`src/coding_cookie_detect_macros.svh`:
```
// assertion macros used by coding_cookie_detect.sv
`ifndef CODING_COOKIE_DETECT_MACROS_SVH
`define CODING_COOKIE_DETECT_MACROS_SVH

// same-cycle implication, checked on clk, quiet while arst_n is low
`define CCD_ASSERT_NOW(lbl, ante, cons) \
	lbl: assert property (@(posedge clk) disable iff (!arst_n) (ante) |-> (cons)) \
		else $error("assertion failed");

// next-cycle implication, checked on clk, quiet while arst_n is low
`define CCD_ASSERT_NEXT(lbl, ante, cons) \
	lbl: assert property (@(posedge clk) disable iff (!arst_n) (ante) |=> (cons)) \
		else $error("assertion failed");

`endif

```
`src/ccd_pkg.sv`:
```
`default_nettype none

package ccd_pkg;

	localparam logic [7:0] CHR_CR    = 8'h0D;
	localparam logic [7:0] CHR_LF    = 8'h0A;
	localparam logic [7:0] CHR_TAB   = 8'h09;
	localparam logic [7:0] CHR_SPACE = 8'h20;
	localparam logic [7:0] CHR_COLON = 8'h3A;
	localparam logic [7:0] CHR_EQUAL = 8'h3D;
	localparam logic [7:0] CHR_DQUOTE = 8'h22;
	localparam logic [7:0] CHR_SQUOTE = 8'h27;
	localparam logic [7:0] CHR_LOW_C = 8'h63;

	localparam logic [2:0] KEYWORD_LEN = 3'd6;
	localparam logic [2:0] TARGET_LEN  = 3'd5;

	typedef enum logic [2:0] {
		PH_SEARCH    = 3'd0,
		PH_SEPARATOR = 3'd1,
		PH_QUOTE     = 3'd2,
		PH_SPACES    = 3'd3,
		PH_TOKEN     = 3'd4,
		PH_SKIP_LINE = 3'd5
	} phase_t;

	typedef struct packed {
		logic       line_number;
		logic [2:0] keyword_pos;
		phase_t     phase;
		logic [2:0] token_len;
		logic       token_match;
		logic       pending_cr;
		logic       verdict_given;
	} scan_state_t;

	typedef struct packed {
		logic       is_utf8;
		logic [1:0] cookie_line;
	} verdict_t;

	localparam scan_state_t SCAN_RESET = '{
		line_number:   1'b0,
		keyword_pos:   3'd0,
		phase:         PH_SEARCH,
		token_len:     3'd0,
		token_match:   1'b1,
		pending_cr:    1'b0,
		verdict_given: 1'b0
	};

	// letters of "coding"
	function automatic logic [7:0] keyword_char(input logic [2:0] pos);
		logic [7:0] c;
		unique case (pos)
			3'd0: c = 8'h63;
			3'd1: c = 8'h6F;
			3'd2: c = 8'h64;
			3'd3: c = 8'h69;
			3'd4: c = 8'h6E;
			3'd5: c = 8'h67;
			default: c = 8'h00;
		endcase
		return c;
	endfunction

	// letters of "utf-8"
	function automatic logic [7:0] target_char(input logic [2:0] pos);
		logic [7:0] c;
		unique case (pos)
			3'd0: c = 8'h75;
			3'd1: c = 8'h74;
			3'd2: c = 8'h66;
			3'd3: c = 8'h2D;
			3'd4: c = 8'h38;
			default: c = 8'h00;
		endcase
		return c;
	endfunction

	function automatic logic is_token_char(input logic [7:0] b);
		return (b == 8'h5F) || (b == 8'h2D) || (b == 8'h2E) ||
			(b >= 8'h61 && b <= 8'h7A) || (b >= 8'h41 && b <= 8'h5A) ||
			(b >= 8'h30 && b <= 8'h39);
	endfunction

endpackage

`default_nettype wire

```
`src/coding_cookie_detect.sv`:
```
`default_nettype none

// channel  dir  tdata                                      tlast      tuser
// s_*      in   [7:0] byte_value                           last_byte  -
// m_*      out  [0] is_utf8, [2:1] cookie_line, [7:3] 0    -          -
//
// one word per cycle unless m_* stalls; a verdict reaches m_* via the byte and result registers
// the scan state, and a full byte register, advance only when the result register can take
//   a new word, so the next-state logic of one byte sets the cycle
// at most one result word per buffer; bytes after the verdict give nothing until last_byte
// arst_n clears both valid flags and the scan state at once
// a stall on m_tready holds the result; the byte register holds one more word, then s_tready drops
module coding_cookie_detect (
	input  wire logic       clk,
	input  wire logic       arst_n,
	input  wire logic       s_tvalid,
	output logic            s_tready,
	input  wire logic [7:0] s_tdata,   // [7:0] byte_value
	input  wire logic       s_tlast,   // last_byte
	output logic            m_tvalid,
	input  wire logic       m_tready,
	output logic [7:0]      m_tdata    // [0] is_utf8, [2:1] cookie_line, [7:3] zero
);
	import ccd_pkg::*;

	`include "coding_cookie_detect_macros.svh"

	// byte register
	logic        valid_s1;
	logic [7:0]  byte_s1;
	logic        last_s1;

	// scan state across bytes
	scan_state_t state_q;
	scan_state_t state_nxt;

	// result register
	logic        out_valid_q;
	verdict_t    out_q;

	logic        res_valid;
	verdict_t    res;
	logic        out_free;
	logic        advance;

	ccd_scan u_scan (
		.cur        (state_q),
		.byte_value (byte_s1),
		.last_byte  (last_s1),
		.nxt        (state_nxt),
		.res_valid  (res_valid),
		.res        (res)
	);

	assign out_free = !out_valid_q || m_tready;
	assign advance  = valid_s1 && out_free;
	assign s_tready = !valid_s1 || advance;

	assign m_tvalid = out_valid_q;
	assign m_tdata  = {5'd0, out_q.cookie_line, out_q.is_utf8};

	// control state
	always_ff @(posedge clk or negedge arst_n) begin
		if (!arst_n) begin
			valid_s1    <= 1'b0;
			out_valid_q <= 1'b0;
			state_q     <= SCAN_RESET;
		end else begin
			if (s_tready)
				valid_s1 <= s_tvalid;
			if (advance)
				state_q <= state_nxt;
			if (out_free)
				out_valid_q <= advance && res_valid;
		end
	end

	// payload
	always_ff @(posedge clk) begin
		if (s_tvalid && s_tready) begin
			byte_s1 <= s_tdata;
			last_s1 <= s_tlast;
		end
		if (advance && res_valid)
			out_q <= res;
	end

	`CCD_ASSERT_NOW(a_utf8_has_line, m_tvalid && out_q.is_utf8, out_q.cookie_line != 2'd0)
	`CCD_ASSERT_NOW(a_no_cookie_no_line, m_tvalid && !out_q.is_utf8, out_q.cookie_line == 2'd0)
	`CCD_ASSERT_NEXT(a_last_rearms, advance && last_s1, state_q == SCAN_RESET)
	`CCD_ASSERT_NOW(a_last_gives_verdict, advance && last_s1 && !state_q.verdict_given, res_valid)
	`CCD_ASSERT_NOW(a_silent_after_verdict, advance && state_q.verdict_given, !res_valid)

endmodule

`default_nettype wire

```
`src/ccd_scan.sv`:
```
`default_nettype none

// next-state and verdict logic for one byte
module ccd_scan (
	input  wire ccd_pkg::scan_state_t cur,
	input  wire logic [7:0]           byte_value,
	input  wire logic                 last_byte,
	output ccd_pkg::scan_state_t      nxt,
	output logic                      res_valid,
	output ccd_pkg::verdict_t         res
);
	import ccd_pkg::*;

	logic       term;
	logic       hit;
	logic       cont;
	logic [7:0] lc;

	always_comb begin
		nxt       = cur;
		res_valid = 1'b0;
		res       = '0;
		term      = (byte_value == CHR_CR) || (byte_value == CHR_LF);
		hit       = 1'b0;
		cont      = 1'b0;
		lc        = (byte_value >= 8'h41 && byte_value <= 8'h5A) ?
			byte_value + 8'h20 : byte_value;

		if (!cur.verdict_given) begin
			if (cur.pending_cr && byte_value == CHR_LF) begin
				nxt.pending_cr = 1'b0;
			end else begin
				nxt.pending_cr = 1'b0;

				// keyword search and separator
				if (cur.phase == PH_SEARCH) begin
					if (cur.keyword_pos < KEYWORD_LEN &&
						byte_value == keyword_char(cur.keyword_pos)) begin
						nxt.keyword_pos = cur.keyword_pos + 3'd1;
						if (cur.keyword_pos + 3'd1 == KEYWORD_LEN)
							nxt.phase = PH_SEPARATOR;
					end else begin
						nxt.keyword_pos = (byte_value == CHR_LOW_C) ? 3'd1 : 3'd0;
					end
				end else if (cur.phase == PH_SEPARATOR) begin
					nxt.phase = (byte_value == CHR_COLON || byte_value == CHR_EQUAL) ?
						PH_QUOTE : PH_SKIP_LINE;
				end

				// quote, spaces and token fall through on the same byte
				cont = (cur.phase == PH_QUOTE) || (cur.phase == PH_SPACES) ||
					(cur.phase == PH_TOKEN);
				if (cur.phase == PH_QUOTE) begin
					nxt.phase = PH_SPACES;
					if (byte_value == CHR_DQUOTE || byte_value == CHR_SQUOTE)
						cont = 1'b0;
				end
				if (cont && nxt.phase == PH_SPACES) begin
					if (byte_value == CHR_SPACE || byte_value == CHR_TAB)
						cont = 1'b0;
					else
						nxt.phase = PH_TOKEN;
				end
				if (cont && nxt.phase == PH_TOKEN) begin
					if (is_token_char(byte_value)) begin
						if (cur.token_len < TARGET_LEN) begin
							if (lc != target_char(cur.token_len))
								nxt.token_match = 1'b0;
							nxt.token_len = cur.token_len + 3'd1;
						end else begin
							nxt.token_match = 1'b0;
						end
					end else if (cur.token_match && cur.token_len == TARGET_LEN) begin
						hit = 1'b1;
					end else begin
						nxt.phase = PH_SKIP_LINE;
					end
				end

				if (hit) begin
					res_valid         = 1'b1;
					res.is_utf8       = 1'b1;
					res.cookie_line   = {1'b0, cur.line_number} + 2'd1;
					nxt.verdict_given = 1'b1;
				end else if (term) begin
					if (cur.line_number) begin
						res_valid         = 1'b1;
						nxt.verdict_given = 1'b1;
					end else begin
						nxt.line_number = 1'b1;
						nxt.keyword_pos = 3'd0;
						nxt.phase       = PH_SEARCH;
						nxt.token_len   = 3'd0;
						nxt.token_match = 1'b1;
						nxt.pending_cr  = (byte_value == CHR_CR);
					end
				end
			end

			// end of buffer without a verdict: an open utf-8 token still counts
			if (!nxt.verdict_given && last_byte) begin
				res_valid = 1'b1;
				if (nxt.phase == PH_TOKEN && nxt.token_match && nxt.token_len == TARGET_LEN) begin
					res.is_utf8     = 1'b1;
					res.cookie_line = {1'b0, nxt.line_number} + 2'd1;
				end
				nxt.verdict_given = 1'b1;
			end
		end

		if (last_byte)
			nxt = SCAN_RESET;
	end

endmodule

`default_nettype wire

```
`config.mk`:
```
export PLATFORM = sky130hd
export DESIGN_NAME = coding_cookie_detect
export DESIGN_NICKNAME = d
export VERILOG_FILES = /design/src/ccd_pkg.sv /design/src/coding_cookie_detect.sv /design/src/ccd_scan.sv
export VERILOG_INCLUDE_DIRS = /design/src /design/src/src
export SDC_FILE = /design/constraint.sdc
export NUM_CORES = 1
export LEC_CHECK = 0
export BUFFER_PORTS_ARGS = -buffer_cell sky130_fd_sc_hd__buf_2
export CAP_MARGIN = 25
export CORE_UTILIZATION = 64
export CTS_CLUSTER_DIAMETER = 60
export DETAILED_ROUTE_END_ITERATION = 8
export GPL_TIMING_DRIVEN = 0
export PLACE_DENSITY_LB_ADDON = 0.25
export SLEW_MARGIN = 15
export SYNTH_ARGS = -nofsm -noshare
export SYNTH_HDL_FRONTEND = slang
export SYNTH_SLANG_ARGS = --single-unit
```
`constraint.sdc`:
```
create_clock -name clk -period 5.06 [get_ports clk]
set_input_delay 0.506 -clock clk [delete_from_list [all_inputs] [get_ports clk]]
set_output_delay 0.506 -clock clk [all_outputs]
set_load 0.05 [all_outputs]
```
==> metrics.md, run 1 <==
| Metric | Value |
|---|---|
| RSZ-0062 raised after global routing | no |
| Placed Cells | between 300 and 400 |
| Clock skew | ~0.010 ns |
| Die Ht | about 62 um |
| Post-synth top area cell | edfxtp_1 |
| Static leakage | 0.00104 uW |
| Yosys top cell area share | 0.157 |
| Status | complete, no violations |
| Floorplan row count | 21 |
| Vias in the first global route | ~1800 |
| EDFF count, synth | 12 |
| Synth Flop Type | dfrtp_1 |
| Synthesized area | 2290 um^2 |
| Count of final hold-check violations | 0 |
| Largest net degree at the start of global routing | 16 |
| Pre-CTS setup slack | between 1.5 and 2 ns |
| DP HPWL | around 4 mm |
| Share of post-route cells with drive strength above 1 | 0.131 |
| CP endpoint kind | register |
| Max-cap viol count | 0 |
| Post-CTS setup buffers | 0 |
| Fin Setup TNS | 0 ns |
| PD cells | between 200 and 250 nW/um^2 |
| First-pass iteration count of the detailed router | 4 |
| Maximum root-to-sink buffer count | 2 |
| Worst r2r path cells | 12 |
| Slew Limit Fails | 0 |
| Root buffer cell | clkbuf_4 |
| Post-DR vias/cell | about 6.3 |
| Final setup viols | 0 |
| Tightest Pin Transition | about 0.6 ns |
| Cells after synthesis | 264 |
| GPL Wtd Cong | between 0.8 and 0.9 |
| Via Count | 2119 |
| Initial antenna violation count | 0 |
| IO Count | 23 |
| Final worst slack | approximately 1.9 ns |
| Layout Cells excl Fill | ~340 |
| Tcrit/Tclk final | 0.633 |
| Max frequency | ~0.31 GHz |
| Num CTS Buffers | 3 |
| DRC | 0 |
| Clk_lat worst skew | roughly 0.34 ns |
| Ys Warns | 0 |
| Hold_buf cts | 0 |
| Port bufs | 17 |
| Clock slew at reported path FFs | between 0.15 and 0.2 ns |
| VDD IR-drop max | 113 uV |
| Fillers | 256 |
| Total Wirelength | roughly 5 mm |
| Register area share after synthesis | 0.322 |
| CP Launch Type | register |
| Slew margin rel. | 0.593 |
| Minimum clock period | about 3.2 ns |
| Antenna diodes | 0 |
| Most area-consuming cells after synthesis | edfxtp_1 (16%), dfrtp_1 (15%), ha_1 (7.1%) |
| DRT iter0 DRCs | about 180 |
| Starting Density | 0.675 |
| Worst Path Required | roughly 5.2 ns |
| Die width | 61.8 um |
| H-tree levels | 1 |
| Share of flip-flops with an asynchronous set or reset | 0.556 |
| Synth top cells by count | nand2_1 (16), inv_1 (15), a21oi_1 (14), dfrtp_1 (14), o21ai_0 (14) |
| Synth Area per Inst | between 8 and 9 um^2 |
| Worst Setup Path Type | reg2reg |
| CTS tree | done |
| First-pass GRT wire length | 8.16 mm |
| Antenna-violating nets left | 0 |
| Average wire per standard cell | 15.3 um |
| Core Region | 3390 um^2 |
| Nets | 316 |
| Remaining Overflow, GRT | 0 |
| Worst reg-to-reg setup slack | ~1.9 ns |
| Die area | between 3000 and 4000 um^2 |
| CTS resizes | 0 |
| Synth Register Bits | 27 |
| Most common cell in the synthesized netlist | nand2_1 |
| Crit path arrival time | roughly 3.3 ns |
| Hold crit path type | in2async |
| Synth unique cells | 67 |
| Critical path peak fanout | 10 |
| CTS sink cnt | 27 |
| Tot GR Track Use | 0.289 |
| Layout area overhead | 8.09% |
==> kinds of logic (layout without fill, tap and decap cells) <==
family | Yosys count | after routing | synth area share
mux | 2 | 2 | 0.00875
fa+ha+maj | 13 | 13 | 0.0711
other cells | 1 | 5 | 0.00164
flops | 27 | 27 | 0.322
buf+inv | 34 | 55 | 0.0662
simple gates | 99 | 99 | 0.254
xor+xnor | 8 | 8 | 0.0306
compound gates | 80 | 80 | 0.246
==> layer usage <==
layer | share of wire | up-vias | global-route usage
met3 | 0.063 | 11 | 0.0393
met5 | 0 | - | 0
met1 | 0.46 | 986 | 0.398
met4 | 0.019 | 0 | 0.105
li1 | - | 1040 | -
met2 | 0.45 | 82 | 0.465
==> final timing paths <==
path	endpoint	start
worst min register to register	state_q[2]$_DFFE_PN1P_	state_q[2]$_DFFE_PN1P_
max in group asynchronous	state_q[2]$_DFFE_PN1P_	arst_n
worst min-delay path	state_q[10]$_DFFE_PN0P_	arst_n
worst max-delay path	m_tdata[0]$_SDFFCE_PP0P_	byte_s1[5]$_DFFE_PP_
worst max register to register	m_tdata[0]$_SDFFCE_PP0P_	byte_s1[5]$_DFFE_PP_
min in group clk	byte_s1[3]$_DFFE_PP_	s_tdata[3]
==> area by class of cell <==
cell class | instances | area [um^2] | share of cell area
multi-input cells | 207 | 1420 | 0.572
flip-flops and latches | 27 | 737 | 0.298
plain buffers | 18 | 91.3 | 0.0369
repair buffers | 17 | 85.1 | 0.0344
inverters | 16 | 60.1 | 0.0243
well taps | 46 | 57.6 | 0.0233
clock buffers | 3 | 22.5 | 0.00910
clock inverters | 1 | 5.00 | 0.00202
==> power by group <==
| part | leakage (uW) | total [uW] | internal, uW | switching, uW |
|---|---|---|---|---|
| registers | 0.000318 | 258 | 244 | 14.6 |
| logic | 0.000702 | 158 | 57.7 | 100 |
| clock network | 0.0000177 | 98.6 | 29.8 | 68.9 |
==> state kept, by name (all words and copies together), names as in the netlist <==
name      count
byte_s1       8
last_s1       1
m_tdata       3
m_tvalid      1
state_q      13
valid_s1      1
==> critical path, cell delays in order (launching register included) <==
cell	delay (ns)
edfxtp_1	0.53
clkbuf_1	0.39
inv_1	0.16
ha_1	0.22
nand3_1	0.07
o22ai_1	0.09
and2_4	0.19
or3_1	0.33
buf_2	0.16
or3_1	0.34
o2111a_1	0.16
a31oi_2	0.25
inv_1	0.07
==> metrics by stage <==
step	utilization	hold WS [ns]	power, uW	area, um^2
floorplan	-	0.210	381	2300
global placement	0.722	0.424	414	2450
detailed placement	0.722	0.430	417	2450
CTS	0.730	0.0530	512	2470
global route	0.730	0.0648	541	2470
finish	0.730	0.0357	515	2470
==> cell usage in the layout (no fill, tap or decap), drive strengths merged, types with 6 or more instances in the layout <==
cell / instances
dfrtp: 14
nor3: 8
nor3b: 6
or3: 9
ha: 13
nor2: 11
clkbuf: 12
nand2: 16
xnor2: 7
o21ai: 15
nand3: 10
buf: 26
a21oi: 14
edfxtp: 12
and2: 6
a31oi: 7
inv: 16
No activity file was read; power rests on OpenSTA's default activity.
==> inputs of run 2 (changes only) <==
- ABC_AREA: unset -> 1
- CORE_UTILIZATION: 64 -> 54
- clock period: 5.06 -> 2.7 ns (I/O delays scaled with it)
==> metrics.md, run 2 <==
| Metric | Value |
|---|---|
| Vias in the first global route | between 2000 and 2500 |
| Synth Area per Inst | between 6 and 7 um^2 |
| Post-synthesis compound-gate area fraction | 0.104 |
| Synth unique cells | 38 |
| Die area | about 4800 um^2 |
| Port bufs | 17 |
| EDFF count, synth | 12 |
| Starting Density | 0.562 |
| Slew margin rel. | 0.665 |
| Nets | 428 |
| Layout area overhead | 11.1% |
| Share of flip-flops with an asynchronous set or reset | 0.556 |
| Most common cell in the synthesized netlist | nand2_1 |
| First-pass iteration count of the detailed router | 4 |
| Hold path depth | 1 |
| Clock skew | roughly 0.0047 ns |
| PD cells | ~600 nW/um^2 |
| Design Power | about 1600 uW |
| Post-synth top area cell | nand2_1 |
| Core Region | roughly 4400 um^2 |
| Status | complete, no violations |
| Via Count | approximately 2400 |
| First-pass GRT wire length | between 9 and 10 mm |
| H-tree levels | 1 |
| Critical path peak fanout | 7 |
| Most area-consuming cells after synthesis | nand2_1 (16%), edfxtp_1 (15%), dfrtp_1 (14%) |
| Most frequent cells in the layout | nand2_1 (106), inv_1 (50), nor2_1 (44) |
| DRT iter0 DRCs | around 160 |
| Share of post-route cells with drive strength above 1 | 0.165 |
| Average wire per standard cell | about 12 um |
| Clk_lat worst skew | roughly 0.27 ns |
| Yosys top cell area share | 0.162 |
| CP endpoint kind | register |
| Synth Area in Adders | 0.0660 |
| Remaining Overflow, GRT | 0 |
| GPL Wtd Cong | around 0.89 |
| CTS tree | done |
| Floorplan row count | 24 |
| Total Wirelength | ~5.3 mm |
| Simple-Gate Fraction of Synth Area | 0.402 |
| CP Launch Type | register |
| Largest net degree at the start of global routing | 17 |
| Tcrit/Tclk final | 0.905 |
| Minimum clock period | 2.44 ns |
| Die Ht | just under 70 um |
| Tot GR Track Use | 0.234 |
| Final worst slack | between 0.2 and 0.3 ns |
| Dpl cell area | ~2600 um^2 |
| Die width | approximately 70 um |
| Synth top cells by count | nand2_1 (106), inv_1 (50), nor2_1 (47) |
| Hold crit path type | in2reg |
| RSZ-0062 raised after global routing | no |
| Num CTS Buffers | 3 |
| Ys Warns | 0 |
| Initial antenna violation count | 0 |
| Clock slew at reported path FFs | approximately 0.10 ns |
| Antenna diodes | 0 |
| Crit path arrival time | around 2.6 ns |
| Worst r2r path cells | 17 |
| Max frequency | just over 0.4 GHz |
| Post-DR vias/cell | 5.20 |
| VDD IR-drop max | roughly 370 uV |
| Static leakage | 0.00143 uW |
| Register area share after synthesis | 0.299 |
| Commonest non-fill, non-tap cell in the layout | nand2_1 |
| Synthesized area | around 2500 um^2 |
| Slew Limit Fails | 0 |
| Xor/xnor share of the synthesized area | 0.00711 |
| Worst Path Required | 2.84 ns |
| Reg with most FFs | state_q |
| Worst Setup Path Type | reg2reg |
| Tightest Pin Transition | approximately 0.5 ns |
| Root buffer cell | clkbuf_8 |
| Synth Register Bits | 27 |
| IO Count | 23 |
| Max FFs per register | 13 |
| Cells after synthesis | 371 |
| Fin Setup TNS | 0 ns |
| Antenna-violating nets left | 0 |
| Main combinational cell family by area after synthesis | simple AND/OR/NAND/NOR gates |
| CTS sink cnt | 27 |
| DRC | 0 |
| Maximum root-to-sink buffer count | 2 |
| Count of final hold-check violations | 0 |
| Max-cap viol count | 0 |
| DP HPWL | around 4.3 mm |
| Synth Flop Type | dfrtp_1 |
| Final instance area | 2740 um^2 |
| Pre-CTS setup slack | ~0.083 ns |
| Final setup viols | 0 |
| Multiplexer share of the synthesized area | 0 |
-- run 2: changes by cell type after synthesis, sizes merged, moves of 9 or more --
cell    before  now
clkbuf       9    0
nand2       16  114
nor2        11   53
nand3       10   35
or3          9    0
inv         16   56
-- run 2: cell families (layout without fill, tap and decap cells) --
family,count (synthesis),count (layout)
adders and majority gates,13,13
other,1,5
xor gates and xnor gates,2,2
DFF,27,27
buffers and inverters,67,93
and+or+nand+nor,218,218
AOI/OAI and AO/OA,43,43
-- run 2: final cells by class --
class                   count  area [um^2]
fillers                   429         1650
well taps                  52         65.1
inverters                  56          210
repair buffers             22          125
plain buffers              11         87.6
flip-flops and latches     27          738
clock buffers               3         41.3
multi-input cells         281         1460
clock inverters             1         6.26
-- run 2: critical path, stage by stage (launching register included) --
cell and delay, ns:
edfxtp_1 0.55, nor2_2 0.25, nand2_1 0.10, nor2_1 0.12
nor2_1 0.09, nand2_2 0.09, nand2_1 0.08, nor2_4 0.12
nand3_4 0.10, nand2_2 0.15, nor2_1 0.08, nor2_2 0.11
nand3_1 0.08, nor2_1 0.11, nand2_1 0.06, nand2_1 0.07
nand2_2 0.06, nor2_1 0.09
-- run 2: through the flow --
| stage | hold WS [ns] | std cells | util |
|---|---|---|---|
| 2_1_floorplan | -0.0256 | 375 | - |
| 3_5_place_dp | 0.194 | 444 | 0.600 |
| 3_3_place_gp | 0.190 | 444 | 0.600 |
| 4_1_cts | 0.158 | 449 | 0.613 |
| 5_1_grt | 0.150 | 453 | 0.624 |
| 6_report | 0.167 | 453 | 0.624 |
-- run 2: per-layer routing --
layer | wire length (um) | track usage
met5 | 0 | 0
met4 | 65 | 0.0544
met3 | 280 | 0.0276
met2 | 2310 | 0.353
met1 | 2640 | 0.359
-- run 2: power by group --
| part | switching, uW | internal [uW] | total (uW) |
|---|---|---|---|
| clock network | 127 | 105 | 232 |
| logic | 551 | 293 | 844 |
| registers | 60.9 | 492 | 553 |
-- run 2: timing repair --
| item | 4_1_cts | 5_1_grt |
|---|---|---|
| setup buffers | 0 | 4 |
| endpoints found under the setup margin | 0 | 6 |
| resized for setup | 0 | 6 |
| hold buffers | 1 | 0 |
| hold endpoints to repair | 14 | 0 |
-- run 2: worst paths after layout --
path / startpoint / endpoint / slack, ns
setup / recovery: byte_s1[2]$_DFFE_PP_ / m_tdata[2]$_SDFFCE_PP0P_ / 0.26
hold / removal: s_tlast / last_s1$_DFFE_PP_ / 0.17
setup reg to reg: byte_s1[2]$_DFFE_PP_ / m_tdata[2]$_SDFFCE_PP0P_ / 0.26
hold reg to reg: state_q[2]$_DFFE_PN1P_ / state_q[2]$_DFFE_PN1P_ / 0.51
max in group asynchronous: arst_n / state_q[2]$_DFFE_PN1P_ / 1.97
min in group asynchronous: arst_n / state_q[9]$_DFFE_PN0P_ / 0.42
